**src/rtl/core/ecao_pkg.sv**
```systemverilog
// shared types, constants and control structs for the cellular automaton oscillator
package ecao_pkg;

  localparam int unsigned WIDTH_W    = 8;
  localparam int unsigned RULE_W     = 8;
  localparam int unsigned PERIOD_W   = 24;
  localparam int unsigned CNT_W      = 25;
  localparam int unsigned LFSR_W     = 32;
  localparam int unsigned SUM_W      = 15;
  localparam int unsigned Q_W        = 15;
  localparam int unsigned SAMPLE_W   = 16;
  localparam int unsigned SEED_W     = 8;
  localparam int unsigned CFG_IDX_W  = 2;
  localparam int unsigned CFG_DATA_W = 24;

  typedef logic [WIDTH_W-1:0]         width_t;
  typedef logic [RULE_W-1:0]          rule_t;
  typedef logic [PERIOD_W-1:0]        period_t;
  typedef logic [CNT_W-1:0]           cnt_t;
  typedef logic [LFSR_W-1:0]          lfsr_t;
  typedef logic [SUM_W-1:0]           sum_t;
  typedef logic [Q_W-1:0]             quo_t;
  typedef logic signed [SAMPLE_W-1:0] sample_t;
  typedef logic [SEED_W-1:0]          seed_t;

  localparam lfsr_t   LFSR_SEED    = 32'hA5A5A5A5;
  localparam lfsr_t   LFSR_TAPS    = 32'h80200003;
  localparam cnt_t    ONE_TICK     = 25'd256;
  localparam period_t PERIOD_MIN   = 24'd256;
  localparam period_t PERIOD_RESET = 24'd256;
  localparam width_t  WIDTH_RESET  = 8'd255;
  localparam rule_t   RULE_RESET   = 8'd0;
  localparam width_t  DIV_LAST     = width_t'(Q_W - 1);

  typedef enum logic [CFG_IDX_W-1:0] {
    REG_RULE   = 2'd0,
    REG_WIDTH  = 2'd1,
    REG_PERIOD = 2'd2
  } reg_idx_e;

  typedef enum logic [2:0] {
    ST_IDLE,
    ST_FILL,
    ST_DECIDE,
    ST_SUM,
    ST_DIV,
    ST_DONE
  } state_e;

  typedef struct packed {
    logic accept;
    logic fill_step;
    logic decide;
    logic sum_step;
    logic div_step;
    logic finish;
  } cmd_t;

  typedef struct packed {
    logic fill_lfsr;
    logic w_zero;
    logic idx_last;
    logic evolve_now;
    logic div_last;
    logic out_free;
  } status_t;

endpackage

```
**src/rtl/core/ecao_if.sv**
```systemverilog
// channel interfaces: tick input, sample output and register write port
interface ecao_in_if;
  logic                  valid;
  logic                  ready;
  logic                  reexcite;
  logic [ecao_pkg::SEED_W-1:0] seed_byte;

  modport source (output valid, reexcite, seed_byte, input ready);
  modport sink   (input valid, reexcite, seed_byte, output ready);
endinterface

interface ecao_out_if;
  logic                           valid;
  logic                           ready;
  logic signed [ecao_pkg::SAMPLE_W-1:0] sample;
  logic                           evolved;

  modport source (output valid, sample, evolved, input ready);
  modport sink   (input valid, sample, evolved, output ready);
endinterface

interface ecao_cfg_if;
  logic                              valid;
  logic                              ready;
  logic [ecao_pkg::CFG_IDX_W-1:0]    index;
  logic [ecao_pkg::CFG_DATA_W-1:0]   data;

  modport source (output valid, index, data, input ready);
  modport sink   (input valid, index, data, output ready);
endinterface

```
**src/rtl/core/ecao_ctrl.sv**
```systemverilog
// sequencing state machine for fill, step, weighted sum and divide
module ecao_ctrl (
  input  logic              clk_i,
  input  logic              rst_ni,
  input  logic              in_valid_i,
  output logic              in_ready_o,
  input  ecao_pkg::status_t status_i,
  output ecao_pkg::cmd_t    cmd_o
);

  ecao_pkg::state_e state_q, state_d;

  always_ff @(posedge clk_i or negedge rst_ni) begin
    if (!rst_ni) begin
      state_q <= ecao_pkg::ST_IDLE;
    end else begin
      state_q <= state_d;
    end
  end

  always_comb begin
    state_d    = state_q;
    cmd_o      = '0;
    in_ready_o = 1'b0;
    unique case (state_q)
      ecao_pkg::ST_IDLE: begin
        in_ready_o = 1'b1;
        if (in_valid_i) begin
          cmd_o.accept = 1'b1;
          state_d = status_i.fill_lfsr ? ecao_pkg::ST_FILL : ecao_pkg::ST_DECIDE;
        end
      end
      ecao_pkg::ST_FILL: begin
        cmd_o.fill_step = 1'b1;
        if (status_i.idx_last) begin
          state_d = ecao_pkg::ST_DECIDE;
        end
      end
      ecao_pkg::ST_DECIDE: begin
        cmd_o.decide = 1'b1;
        if (status_i.evolve_now) begin
          state_d = status_i.w_zero ? ecao_pkg::ST_DIV : ecao_pkg::ST_SUM;
        end else begin
          state_d = ecao_pkg::ST_DONE;
        end
      end
      ecao_pkg::ST_SUM: begin
        cmd_o.sum_step = 1'b1;
        if (status_i.idx_last) begin
          state_d = ecao_pkg::ST_DIV;
        end
      end
      ecao_pkg::ST_DIV: begin
        cmd_o.div_step = 1'b1;
        if (status_i.div_last) begin
          state_d = ecao_pkg::ST_DONE;
        end
      end
      ecao_pkg::ST_DONE: begin
        if (status_i.out_free) begin
          cmd_o.finish = 1'b1;
          state_d = ecao_pkg::ST_IDLE;
        end
      end
      default: begin
        state_d = ecao_pkg::ST_IDLE;
      end
    endcase
  end

endmodule

```
**src/rtl/core/ecao_dp.sv**
```systemverilog
// datapath: cell row, lfsr, tick counter, serial weighted sum, restoring divider
module ecao_dp #(
  parameter int CELL_COUNT = 256
) (
  input  logic              clk_i,
  input  logic              rst_ni,
  ecao_in_if.sink           in_i,
  ecao_out_if.source        out_o,
  ecao_cfg_if.sink          cfg_i,
  input  ecao_pkg::cmd_t    cmd_i,
  output ecao_pkg::status_t status_o
);

  logic [CELL_COUNT-1:0] cells_q, cells_d;
  logic [CELL_COUNT-1:0] old_q;

  ecao_pkg::rule_t   rule_q;
  ecao_pkg::width_t  width_q;
  ecao_pkg::period_t period_q;

  ecao_pkg::lfsr_t   lfsr_q, lfsr_d;
  ecao_pkg::cnt_t    cnt_q;
  ecao_pkg::width_t  idx_q;
  ecao_pkg::sum_t    acc_q;
  ecao_pkg::sum_t    den_q;
  ecao_pkg::quo_t    quo_q;
  logic              neg_q;
  logic              evolved_q;
  ecao_pkg::sample_t held_q;

  logic              out_valid_q;
  ecao_pkg::sample_t out_sample_q;
  logic              out_evolved_q;

  ecao_pkg::width_t  w_eff;
  ecao_pkg::period_t period_eff;
  logic              evolve_now;
  logic              seed_load;
  logic              evolve_load;
  ecao_pkg::cnt_t    cnt_base;
  logic [2*ecao_pkg::WIDTH_W-1:0] w_prod;
  logic [ecao_pkg::SUM_W:0]       rem_dbl;
  logic              rem_ge;
  ecao_pkg::sample_t result;

  // effective width and period
  assign w_eff = (32'(width_q) < CELL_COUNT) ? width_q : ecao_pkg::width_t'(CELL_COUNT);
  assign period_eff = (period_q < ecao_pkg::PERIOD_MIN) ? ecao_pkg::PERIOD_MIN : period_q;
  assign evolve_now = cnt_q >= {1'b0, period_eff};

  assign seed_load   = cmd_i.accept && in_i.reexcite && (in_i.seed_byte != '0);
  assign evolve_load = cmd_i.decide && evolve_now;

  assign lfsr_d = (lfsr_q >> 1) ^ (lfsr_q[0] ? ecao_pkg::LFSR_TAPS : '0);

  // per-cell next value
  for (genvar i = 0; i < CELL_COUNT; i++) begin : g_cell
    localparam int L = (i == 0) ? CELL_COUNT - 1 : i - 1;
    localparam int R = (i == CELL_COUNT - 1) ? 0 : i + 1;
    localparam int B = i % 8;
    logic act;
    assign act = 32'(w_eff) > 32'(i);
    assign cells_d[i] = (seed_load && act) ? in_i.seed_byte[B]
                      : (cmd_i.fill_step && (32'(idx_q) == 32'(i))) ? lfsr_q[0]
                      : (evolve_load && act) ? rule_q[{cells_q[L], cells_q[i], cells_q[R]}]
                      : cells_q[i];
  end

  always_ff @(posedge clk_i or negedge rst_ni) begin
    if (!rst_ni) begin
      cells_q <= '0;
    end else begin
      cells_q <= cells_d;
    end
  end

  // register file
  assign cfg_i.ready = 1'b1;

  always_ff @(posedge clk_i or negedge rst_ni) begin
    if (!rst_ni) begin
      rule_q   <= ecao_pkg::RULE_RESET;
      width_q  <= ecao_pkg::WIDTH_RESET;
      period_q <= ecao_pkg::PERIOD_RESET;
    end else if (cfg_i.valid) begin
      unique case (cfg_i.index)
        ecao_pkg::REG_RULE:   rule_q   <= cfg_i.data[ecao_pkg::RULE_W-1:0];
        ecao_pkg::REG_WIDTH:  width_q  <= cfg_i.data[ecao_pkg::WIDTH_W-1:0];
        ecao_pkg::REG_PERIOD: period_q <= cfg_i.data[ecao_pkg::PERIOD_W-1:0];
        default: ;
      endcase
    end
  end

  // lfsr, tick counter, index counter
  assign cnt_base = evolve_now ? (cnt_q - {1'b0, period_eff}) : cnt_q;

  always_ff @(posedge clk_i or negedge rst_ni) begin
    if (!rst_ni) begin
      lfsr_q <= ecao_pkg::LFSR_SEED;
      cnt_q  <= '0;
      idx_q  <= '0;
    end else begin
      if (cmd_i.fill_step) begin
        lfsr_q <= lfsr_d;
      end
      if (cmd_i.decide) begin
        cnt_q <= cnt_base + ecao_pkg::ONE_TICK;
      end
      if (cmd_i.accept || cmd_i.decide) begin
        idx_q <= '0;
      end else if (cmd_i.sum_step && status_o.idx_last) begin
        idx_q <= '0;
      end else if (cmd_i.fill_step || cmd_i.sum_step || cmd_i.div_step) begin
        idx_q <= idx_q + 1'b1;
      end
    end
  end

  // weighted sum and restoring divide
  assign w_prod  = (w_eff == '0) ? '0 : w_eff * (w_eff - 1'b1);
  assign rem_dbl = {acc_q, 1'b0};
  assign rem_ge  = rem_dbl >= {1'b0, den_q};

  always_ff @(posedge clk_i) begin
    if (evolve_load) begin
      old_q     <= cells_q;
      neg_q     <= cells_q[0];
      acc_q     <= '0;
      den_q     <= ecao_pkg::sum_t'(w_prod >> 1) + 1'b1;
    end else if (cmd_i.sum_step) begin
      old_q <= old_q >> 1;
      acc_q <= acc_q + (old_q[0] ? ecao_pkg::sum_t'(idx_q) : '0);
    end else if (cmd_i.div_step) begin
      acc_q <= rem_ge ? ecao_pkg::sum_t'(rem_dbl - {1'b0, den_q})
                      : rem_dbl[ecao_pkg::SUM_W-1:0];
      quo_q <= {quo_q[ecao_pkg::Q_W-2:0], rem_ge};
    end
    if (cmd_i.decide) begin
      evolved_q <= evolve_now;
    end
  end

  // output register
  assign result = evolved_q ? (neg_q ? (16'sd0 - ecao_pkg::sample_t'({1'b0, quo_q}))
                                     : ecao_pkg::sample_t'({1'b0, quo_q}))
                            : held_q;

  always_ff @(posedge clk_i or negedge rst_ni) begin
    if (!rst_ni) begin
      out_valid_q <= 1'b0;
      held_q      <= '0;
    end else if (cmd_i.finish) begin
      out_valid_q <= 1'b1;
      held_q      <= result;
    end else if (out_o.ready) begin
      out_valid_q <= 1'b0;
    end
  end

  always_ff @(posedge clk_i) begin
    if (cmd_i.finish) begin
      out_sample_q  <= result;
      out_evolved_q <= evolved_q;
    end
  end

  assign out_o.valid   = out_valid_q;
  assign out_o.sample  = out_sample_q;
  assign out_o.evolved = out_evolved_q;

  // status
  assign status_o.fill_lfsr  = in_i.reexcite && (in_i.seed_byte == '0) && (w_eff != '0);
  assign status_o.w_zero     = (w_eff == '0);
  assign status_o.idx_last   = (idx_q == w_eff - 1'b1);
  assign status_o.evolve_now = evolve_now;
  assign status_o.div_last   = (idx_q == ecao_pkg::DIV_LAST);
  assign status_o.out_free   = !out_valid_q || out_o.ready;

endmodule

```
**src/rtl/core/elementary_ca_audio_oscillator.sv**
```systemverilog
// top level of the elementary cellular automaton audio oscillator
// each tick runs a decision and waits for the output; a re-excite with a
// zero seed adds an lfsr refill of w cells, and an evolution adds the serial
// weighted sum (one cell per cycle) and the 15-step restoring divider
// (w = effective active width, up to 255); one tick in flight at a time
// reset: cells zero, tick counter zero, held sample zero, lfsr at its seed
module elementary_ca_audio_oscillator #(
  parameter int CELL_COUNT = 256
) (
  input  logic        clk_i,
  input  logic        rst_ni,
  ecao_in_if.sink     in_i,
  ecao_out_if.source  out_o,
  ecao_cfg_if.sink    cfg_i
);

  ecao_pkg::cmd_t    cmd;
  ecao_pkg::status_t status;

  ecao_ctrl u_ctrl (
    .clk_i      (clk_i),
    .rst_ni     (rst_ni),
    .in_valid_i (in_i.valid),
    .in_ready_o (in_i.ready),
    .status_i   (status),
    .cmd_o      (cmd)
  );

  ecao_dp #(
    .CELL_COUNT (CELL_COUNT)
  ) u_dp (
    .clk_i    (clk_i),
    .rst_ni   (rst_ni),
    .in_i     (in_i),
    .out_o    (out_o),
    .cfg_i    (cfg_i),
    .cmd_i    (cmd),
    .status_o (status)
  );

  a_cmd_onehot: assert property (@(posedge clk_i) disable iff (!rst_ni)
    $onehot0(cmd))
    else $error("more than one datapath command active");

  a_busy_after_beat: assert property (@(posedge clk_i) disable iff (!rst_ni)
    (in_i.valid && in_i.ready) |=> !in_i.ready)
    else $error("input taken again while a tick is in progress");

  a_decide_after_beat: assert property (@(posedge clk_i) disable iff (!rst_ni)
    (in_i.valid && in_i.ready && !status.fill_lfsr) |=> cmd.decide)
    else $error("tick decision missing after a beat without lfsr fill");

  a_sum_nonzero_width: assert property (@(posedge clk_i) disable iff (!rst_ni)
    cmd.sum_step |-> !status.w_zero)
    else $error("weighted sum running with zero width");

endmodule
```
**src/flat_wrapper.sv**
```systemverilog
// flat-port wrapper written by rule: the top's interface ports become plain ports
module elementary_ca_audio_oscillator_flat 
#(
  parameter int CELL_COUNT = 256
)
  (clk_i, rst_ni, in_i_valid, in_i_reexcite, in_i_seed_byte, in_i_ready, out_o_valid, out_o_sample, out_o_evolved, out_o_ready, cfg_i_valid, cfg_i_index, cfg_i_data, cfg_i_ready);
  ecao_in_if in_i_i ();
  ecao_out_if out_o_i ();
  ecao_cfg_if cfg_i_i ();
  input  logic clk_i;
  input  logic rst_ni;
  input wire logic [$bits(in_i_i.valid)-1:0] in_i_valid;
  input wire logic [$bits(in_i_i.reexcite)-1:0] in_i_reexcite;
  input wire logic [$bits(in_i_i.seed_byte)-1:0] in_i_seed_byte;
  output wire logic [$bits(in_i_i.ready)-1:0] in_i_ready;
  output wire logic [$bits(out_o_i.valid)-1:0] out_o_valid;
  output wire logic [$bits(out_o_i.sample)-1:0] out_o_sample;
  output wire logic [$bits(out_o_i.evolved)-1:0] out_o_evolved;
  input wire logic [$bits(out_o_i.ready)-1:0] out_o_ready;
  input wire logic [$bits(cfg_i_i.valid)-1:0] cfg_i_valid;
  input wire logic [$bits(cfg_i_i.index)-1:0] cfg_i_index;
  input wire logic [$bits(cfg_i_i.data)-1:0] cfg_i_data;
  output wire logic [$bits(cfg_i_i.ready)-1:0] cfg_i_ready;
  assign in_i_i.valid = in_i_valid;
  assign in_i_i.reexcite = in_i_reexcite;
  assign in_i_i.seed_byte = in_i_seed_byte;
  assign in_i_ready = in_i_i.ready;
  assign out_o_valid = out_o_i.valid;
  assign out_o_sample = out_o_i.sample;
  assign out_o_evolved = out_o_i.evolved;
  assign out_o_i.ready = out_o_ready;
  assign cfg_i_i.valid = cfg_i_valid;
  assign cfg_i_i.index = cfg_i_index;
  assign cfg_i_i.data = cfg_i_data;
  assign cfg_i_ready = cfg_i_i.ready;
  elementary_ca_audio_oscillator #(.CELL_COUNT(CELL_COUNT)) u_core (.clk_i(clk_i), .rst_ni(rst_ni), .in_i(in_i_i), .out_o(out_o_i), .cfg_i(cfg_i_i));
endmodule
```
**config.mk**
```make
export PLATFORM = sky130hd
export DESIGN_NAME = elementary_ca_audio_oscillator_flat
export DESIGN_NICKNAME = d
export VERILOG_FILES = /design/src/rtl/core/ecao_pkg.sv /design/src/rtl/core/ecao_if.sv /design/src/rtl/core/ecao_ctrl.sv /design/src/rtl/core/ecao_dp.sv /design/src/rtl/core/elementary_ca_audio_oscillator.sv /design/src/flat_wrapper.sv
export SDC_FILE = /design/constraint.sdc
export NUM_CORES = 2
export LEC_CHECK = 0
export BUFFER_PORTS_ARGS = -buffer_cell sky130_fd_sc_hd__buf_2
export CORE_UTILIZATION = 35
export CTS_CLUSTER_DIAMETER = 60
export DETAILED_ROUTE_END_ITERATION = 16
export PLACE_DENSITY = 0.6
export SYNTH_ARGS = -nofsm -noshare
export SYNTH_HDL_FRONTEND = slang
export SYNTH_SLANG_ARGS = --single-unit
```
**constraint.sdc**
```tcl
create_clock -name clk_i -period 9.4 [get_ports clk_i]
set_clock_uncertainty 0.2 [all_clocks]
set_input_delay 1.41 -clock clk_i [delete_from_list [all_inputs] [get_ports clk_i]]
set_output_delay 1.41 -clock clk_i [all_outputs]
set_load 0.01 [all_outputs]
```
After elaboration in Yosys (flattened, before gate mapping)
Index checks and enable logic that the tools add are counted.
{ "totals": {"latchBits": 0, "in_bits": 40, "mem_count": 0, "ff_bits": 701, "out_inout_bits": 20, "mem_bits_rw": 0, "rom_bits": 0} }
{ "op_classes": {"mul": 1, "addsub": 9, "order_cmp": 513, "n_eq_ne": 268, "n_mux": 1310, "div": 0, "bitwise_logic": 3, "shift": 0, "reduce_logical": 1048} }
{ "op_table": {"columns": ["operator", "n"], "rows": [
  ["1-bit 2-to-1 mux", 1031],
  ["8-bit equality test, second input constant", 128],
  ["3-bit by 4-bit less-than comparator with 1-bit output, second input constant", 255],
  ["8-bit greater-than comparator, second input constant", 127],
  ["1-bit logical AND", 772],
  ["3-bit nonzero test", 256],
  ["1-bit binary-select mux with 3-bit select", 255],
  ["8-bit by 7-bit equality test with 1-bit output, second input constant", 64],
  ["8-bit by 7-bit greater-than comparator with 1-bit output, second input constant", 64],
  ["256-bit 2-to-1 mux", 2],
  ["8-bit by 6-bit equality test with 1-bit output, second input constant", 32],
  ["8-bit by 6-bit greater-than comparator with 1-bit output, second input constant", 32],
  ["8-bit by 5-bit equality test with 1-bit output, second input constant", 16],
  ["8-bit by 5-bit greater-than comparator with 1-bit output, second input constant", 16],
  ["8-bit by 4-bit equality test with 1-bit output, second input constant", 8],
  ["8-bit by 4-bit greater-than comparator with 1-bit output, second input constant", 8],
  ["16-bit 2-to-1 mux", 3],
  ["15-bit 2-to-1 mux", 3],
  ["8-bit by 3-bit equality test with 1-bit output, second input constant", 4],
  ["8-bit by 3-bit greater-than comparator with 1-bit output, second input constant", 4],
  ["32-bit 2-to-1 mux", 1],
  ["8-bit 2-to-1 mux", 4],
  ["31-bit by 32-bit bitwise XOR with 32-bit output", 1],
  ["25-bit by 9-bit adder with 25-bit output, second input constant", 1],
  ["40 further kinds", 65]
]} }

Longest topological paths before layout
{ "depth": {"ltp_word": 8, "depth_mapped": 29, "ltp_nobuf": 26} }

Worst setup path after synthesis
OpenSTA, ideal clock, no wires.
{ "synth_path": {"path_kind": "flip-flop to flip-flop", "start": "reg u_core.u_dp.period_q[13]", "end": "reg u_core.u_dp.old_q[0] (enable)", "arrival_ps": 7443, "setup_slack_ps": -198, "path_stages_with_launch": 14, "period_less_slack_ps": 9598, "setup_ps": 1955, "path_buffers": 3, "path_cell_list": "dfrtp_1 nor4_1 nand4_1 nor2b_1 ha_1 o21a_1 nor2_2 a211oi_1 o211a_4 o21ai_1 buf_2 buf_1 clkbuf_1 nand2_1"} }
{ "synth_via": {"elab_chain_cells": 5} }
{ "synth_rtl": {"columns": ["element", "line_no", "source"], "rows": [
  ["start, declared", "ecao_dp.sv:19", "ecao_pkg::period_t period_q;"],
  ["start signal, assigned", "ecao_dp.sv:84", "period_q <= ecao_pkg::PERIOD_RESET;"],
  ["start signal, assigned", "ecao_dp.sv:89", "ecao_pkg::REG_PERIOD: period_q <= cfg_i.data[ecao_pkg::PERIOD_W-1:0];"],
  ["24-bit by 9-bit less-than comparator with 1-bit output", "ecao_dp.sv:48", "assign period_eff = (period_q < ecao_pkg::PERIOD_MIN) ? ecao_pkg::PERIOD_MIN : period_q;"],
  ["24-bit 2-to-1 mux (*)", "ecao_dp.sv:48", null],
  ["25-bit by 24-bit greater-or-equal comparator with 1-bit output (*)", "ecao_dp.sv:49", "assign evolve_now = cnt_q >= {1'b0, period_eff};"],
  ["1-bit logical AND (*)", "ecao_dp.sv:52", "assign evolve_load = cmd_i.decide && evolve_now;"],
  ["2-bit nonzero test (no source line) (*)", null, null],
  ["end signal, assigned", "ecao_dp.sv:127", "old_q <= cells_q;"],
  ["end signal, assigned", "ecao_dp.sv:132", "old_q <= old_q >> 1;"],
  ["end, declared", "ecao_dp.sv:15", "logic [CELL_COUNT-1:0] old_q;"]
]} }
Mark *: on every way between the ends. The rest lies on a longest branch, timed or not.
A chain may end at the register's enable or synchronous reset.

Worst setup path in the final report
{ "layout_path": {"start": "reg u_core.u_dp.width_q[1], in the netlist u_core.u_dp.w_eff[1]", "end": "reg u_core.u_dp.den_q[13] (data pin)"} }
{ "layout_via": {"elab_chain_cells": 4} }
{ "layout_rtl": {"columns": ["element", "line_no", "source"], "rows": [
  ["start, declared", "ecao_dp.sv:18", "ecao_pkg::width_t width_q;"],
  ["start signal, assigned", "ecao_dp.sv:83", "width_q <= ecao_pkg::WIDTH_RESET;"],
  ["start signal, assigned", "ecao_dp.sv:88", "ecao_pkg::REG_WIDTH: width_q <= cfg_i.data[ecao_pkg::WIDTH_W-1:0];"],
  ["8-bit by 1-bit subtractor with 9-bit output", "ecao_dp.sv:121", "assign w_prod = (w_eff == '0) ? '0 : w_eff * (w_eff - 1'b1);"],
  ["9-bit by 9-bit multiplier with 16-bit output", "ecao_dp.sv:121", null],
  ["16-bit 2-to-1 mux (*)", "ecao_dp.sv:121", null],
  ["15-bit by 1-bit adder with 15-bit output (*)", "ecao_dp.sv:130", "den_q <= ecao_pkg::sum_t'(w_prod >> 1) + 1'b1;"],
  ["end signal, assigned", "ecao_dp.sv:130", null],
  ["end, declared", "ecao_dp.sv:25", "ecao_pkg::sum_t den_q;"]
]} }
Marked as above.

==> metrics.yaml <==
status: "finished, violations left"
violations: "capacitance limit, slew limit"
die_y_um: 417
finalSetupViolations: 0
clock_latency_ns: 0.78
grt_overflow: 0
final_max_slew_viol_count: 10
cts_tree: "built"
synth.distinct_cells: 94
gp_congestion: 1.02
finalCritPeriodShare_pct: 85.9
total_leakage_power_nw: 24.8
crit_path_start_kind: "flip-flop"
critPathMaxFanout: 16
postCtsSetupBuffers: 0
slew_headroom_pct: -3.64
peakVddDrop_mv: 0.291
grt_pass1_wl_um: 379000
yosysMostFrequentCell: "nand2_1"
cts_hold_buf: 0
yosys_warnings: 0
finalWirelength_um: 260000
dieArea_sq_um: 174000
cp.arrival_ns: 8.38
ys_seq_area_share_pct: 31.6
layout-drive-gt1-share_pct: 18.6
cts_max_level: 3
hold_viol_final: 0
yosys_register_bits: 701
wl_per_cell_um: 30.9
cts.sinks: 701
fin_nets: 6274
die_x_um: 417
antenna_left: 0
syn2layout_area_growth_pct: 8.46
dr.pass1.iters: 8
synthTopCellsByCount: "nand2_1, clkbuf_1, nor2_1, mux4_2, o21ai_0"
ioPinCount: 60
synth_top_area_cell: "mux4_2"
critPathCaptureType: "flip-flop"
drv_cap: 2
start_util_pct: 35.4
drtIter0Drc: 8487
synth_cells: 6557
synth_top_cell_area_share_pct: 17.8
post-route-util_pct: 38.4
worst-setup-path-type: "reg -> reg"
synth.cell_area_sq_um: 60200
rsz0062_at_grt: "no"
portBuffers: 58
ys_top_cells_by_area: "mux4_2, edfxtp_1, dfrtp_1"
dpl_cell_area_sq_um: 61700
cp.required_ns: 9.71
synth_ff_type: "dfrtp_1"
ctsResizeCount: 0
drc: 0
clk_path_buf_depth: 3
synth_edf_count: 305
whs_ns: 0.280
grt_pass1_vias: 53343
syn_area_per_cell_sq_um: 9.18
dpl.hpwl_um: 165000
track_usage_pct: 29.3
cts_buffers: 103
final_area_sq_um: 65300
cellPowerDensity_nw_per_um2: 390
num_rows: 151
worst_slew_pin_slew_ns: 1.54
grt_max_degree: 199
syn-num-nets: 6751
core-area_sq_um: 170000
clk_pin_slew_ns: 0.06
async_flop_share_pct: 54.4
vias: 56331
finalSetupTns_ns: 0
hp-class: "reg -> reg"
viasPerCell: 6.71
max_freq_mhz: 124
period_minus_slack_ns: 8.07
cts_root_buffer: "clkbuf_16"
antenna_found_initial: 16
sequential cells by signal, indices dropped and copies added, names as in the netlist:
| register | cells |
|---|---|
| u_core.u_dp.idx_q | 8 |
| u_core.u_dp.out_o.valid | 1 |
| u_core.u_dp.out_o.sample | 16 |
| u_core.u_dp.held_q | 16 |
| u_core.u_dp.quo_q | 15 |
| u_core.u_dp.w_eff | 8 |
| u_core.u_dp.out_o.evolved | 1 |
| u_core.u_dp.neg_q | 1 |
| u_core.u_dp.cnt_q | 25 |
| u_core.u_ctrl.state_q | 3 |
| u_core.u_dp.old_q | 256 |
| u_core.u_dp.acc_q | 15 |
| u_core.u_dp.cells_q | 256 |
| u_core.u_dp.period_q | 24 |
| u_core.u_dp.evolved_q | 1 |
| u_core.u_dp.rule_q | 8 |
| u_core.u_dp.den_q | 15 |
| u_core.u_dp.lfsr_q | 32 |
routing by layer:
layer	vias up	GRT usage [%]	wire, um
li1	23288	-	-
met1	27816	38.3	98800
met2	4173	40.7	106000
met3	1048	10.8	36200
met4	6	18.0	18900
met5	-	0	41
path summary, 6_finish.rpt:
kind	start	endpoint	slack (ns)	cells after the start
hold reg to reg	u_core.u_dp.cnt_q[0]	u_core.u_dp.cnt_q[0]	0.28	2
setup reg to reg	u_core.u_dp.w_eff[1]	u_core.u_dp.den_q[13]	1.33	25
setup / recovery	u_core.u_dp.w_eff[1]	u_core.u_dp.den_q[13]	1.33	25
hold / removal	u_core.u_dp.cnt_q[0]	u_core.u_dp.cnt_q[0]	0.28	2
max in group asynchronous	rst_ni	u_core.u_dp.cells_q[129]	6.88	2
min in group asynchronous	rst_ni	u_core.u_dp.period_q[16]	0.49	1
cells by family after synthesis:
logic type / share of synthesized area (%)
AND/OR/NAND/NOR: 15.5
AO/OA/AOI/OAI: 16.7
buffers and inverters: 6.33
multiplexers: 24.9
flip-flops: 31.6
adder cells (fa/ha/maj): 3.77
XOR/XNOR: 1.21
other: 0.00623
critical path, stage by stage (launching register included):
cell and delay [ns]:
dfstp_2 0.37, inv_1 0.53, ha_1 0.27, buf_4 0.30, nand2_1 0.37, nor2_1 0.40, inv_1 0.17, ha_1 0.43
nand2b_1 0.20, fa_1 0.47, fa_1 0.56, inv_1 0.06, fa_1 0.50, fa_1 0.54, inv_1 0.05, fa_1 0.50
inv_1 0.04, ha_1 0.30, a21oi_1 0.22, o21bai_1 0.10, a21oi_1 0.24, xnor2_1 0.18, nand2_1 0.10, or3_1 0.42
nor3_1 0.19, xor2_1 0.09
final cells by class:
class | count | area [sq um]
diodes | 9 | 22.5
clock buffers | 122 | 2710
clock inverters | 73 | 838
fillers | 16835 | 105000
inverters | 196 | 743
multi-input cells | 4863 | 37500
flip-flops and latches | 701 | 19100
well taps | 2218 | 2780
repair buffers | 215 | 1620
placed cells by master (no fill, tap or decap), types with 97 or more instances in the layout:
cell type / Yosys / layout
o21ai_0: 409 / 406
nand3_1: 98 / 97
o22ai_1: 105 / 105
clkbuf_16: 0 / 104
inv_1: 192 / 192
mux2i_1: 230 / 230
a31oi_1: 159 / 159
ha_1: 108 / 108
a21oi_1: 360 / 360
dfrtp_1: 356 / 348
nor2_1: 517 / 509
nand2_1: 1147 / 1142
mux4_2: 477 / 477
buf_4: 13 / 146
mux2_2: 173 / 173
edfxtp_1: 305 / 305
through the flow:
step                      power, mW  instances  setup slack (ns)
after floorplan                17.4       6557              1.98
final                          25.5       8397              1.33
after CTS                      25.2       8388              1.40
after detailed placement       21.0       8193              1.43
after global routing           27.0       8389             0.964
after global placement         20.7       8193              1.47
report_power, final:
group	switching (mW)	total [mW]	internal, mW
Clock	1.73	4.14	2.40
Combinational	7.72	13.9	6.18
Sequential	2.27	7.45	5.17
Total	11.7	25.5	13.8
(Power assumes the default switching activity.)
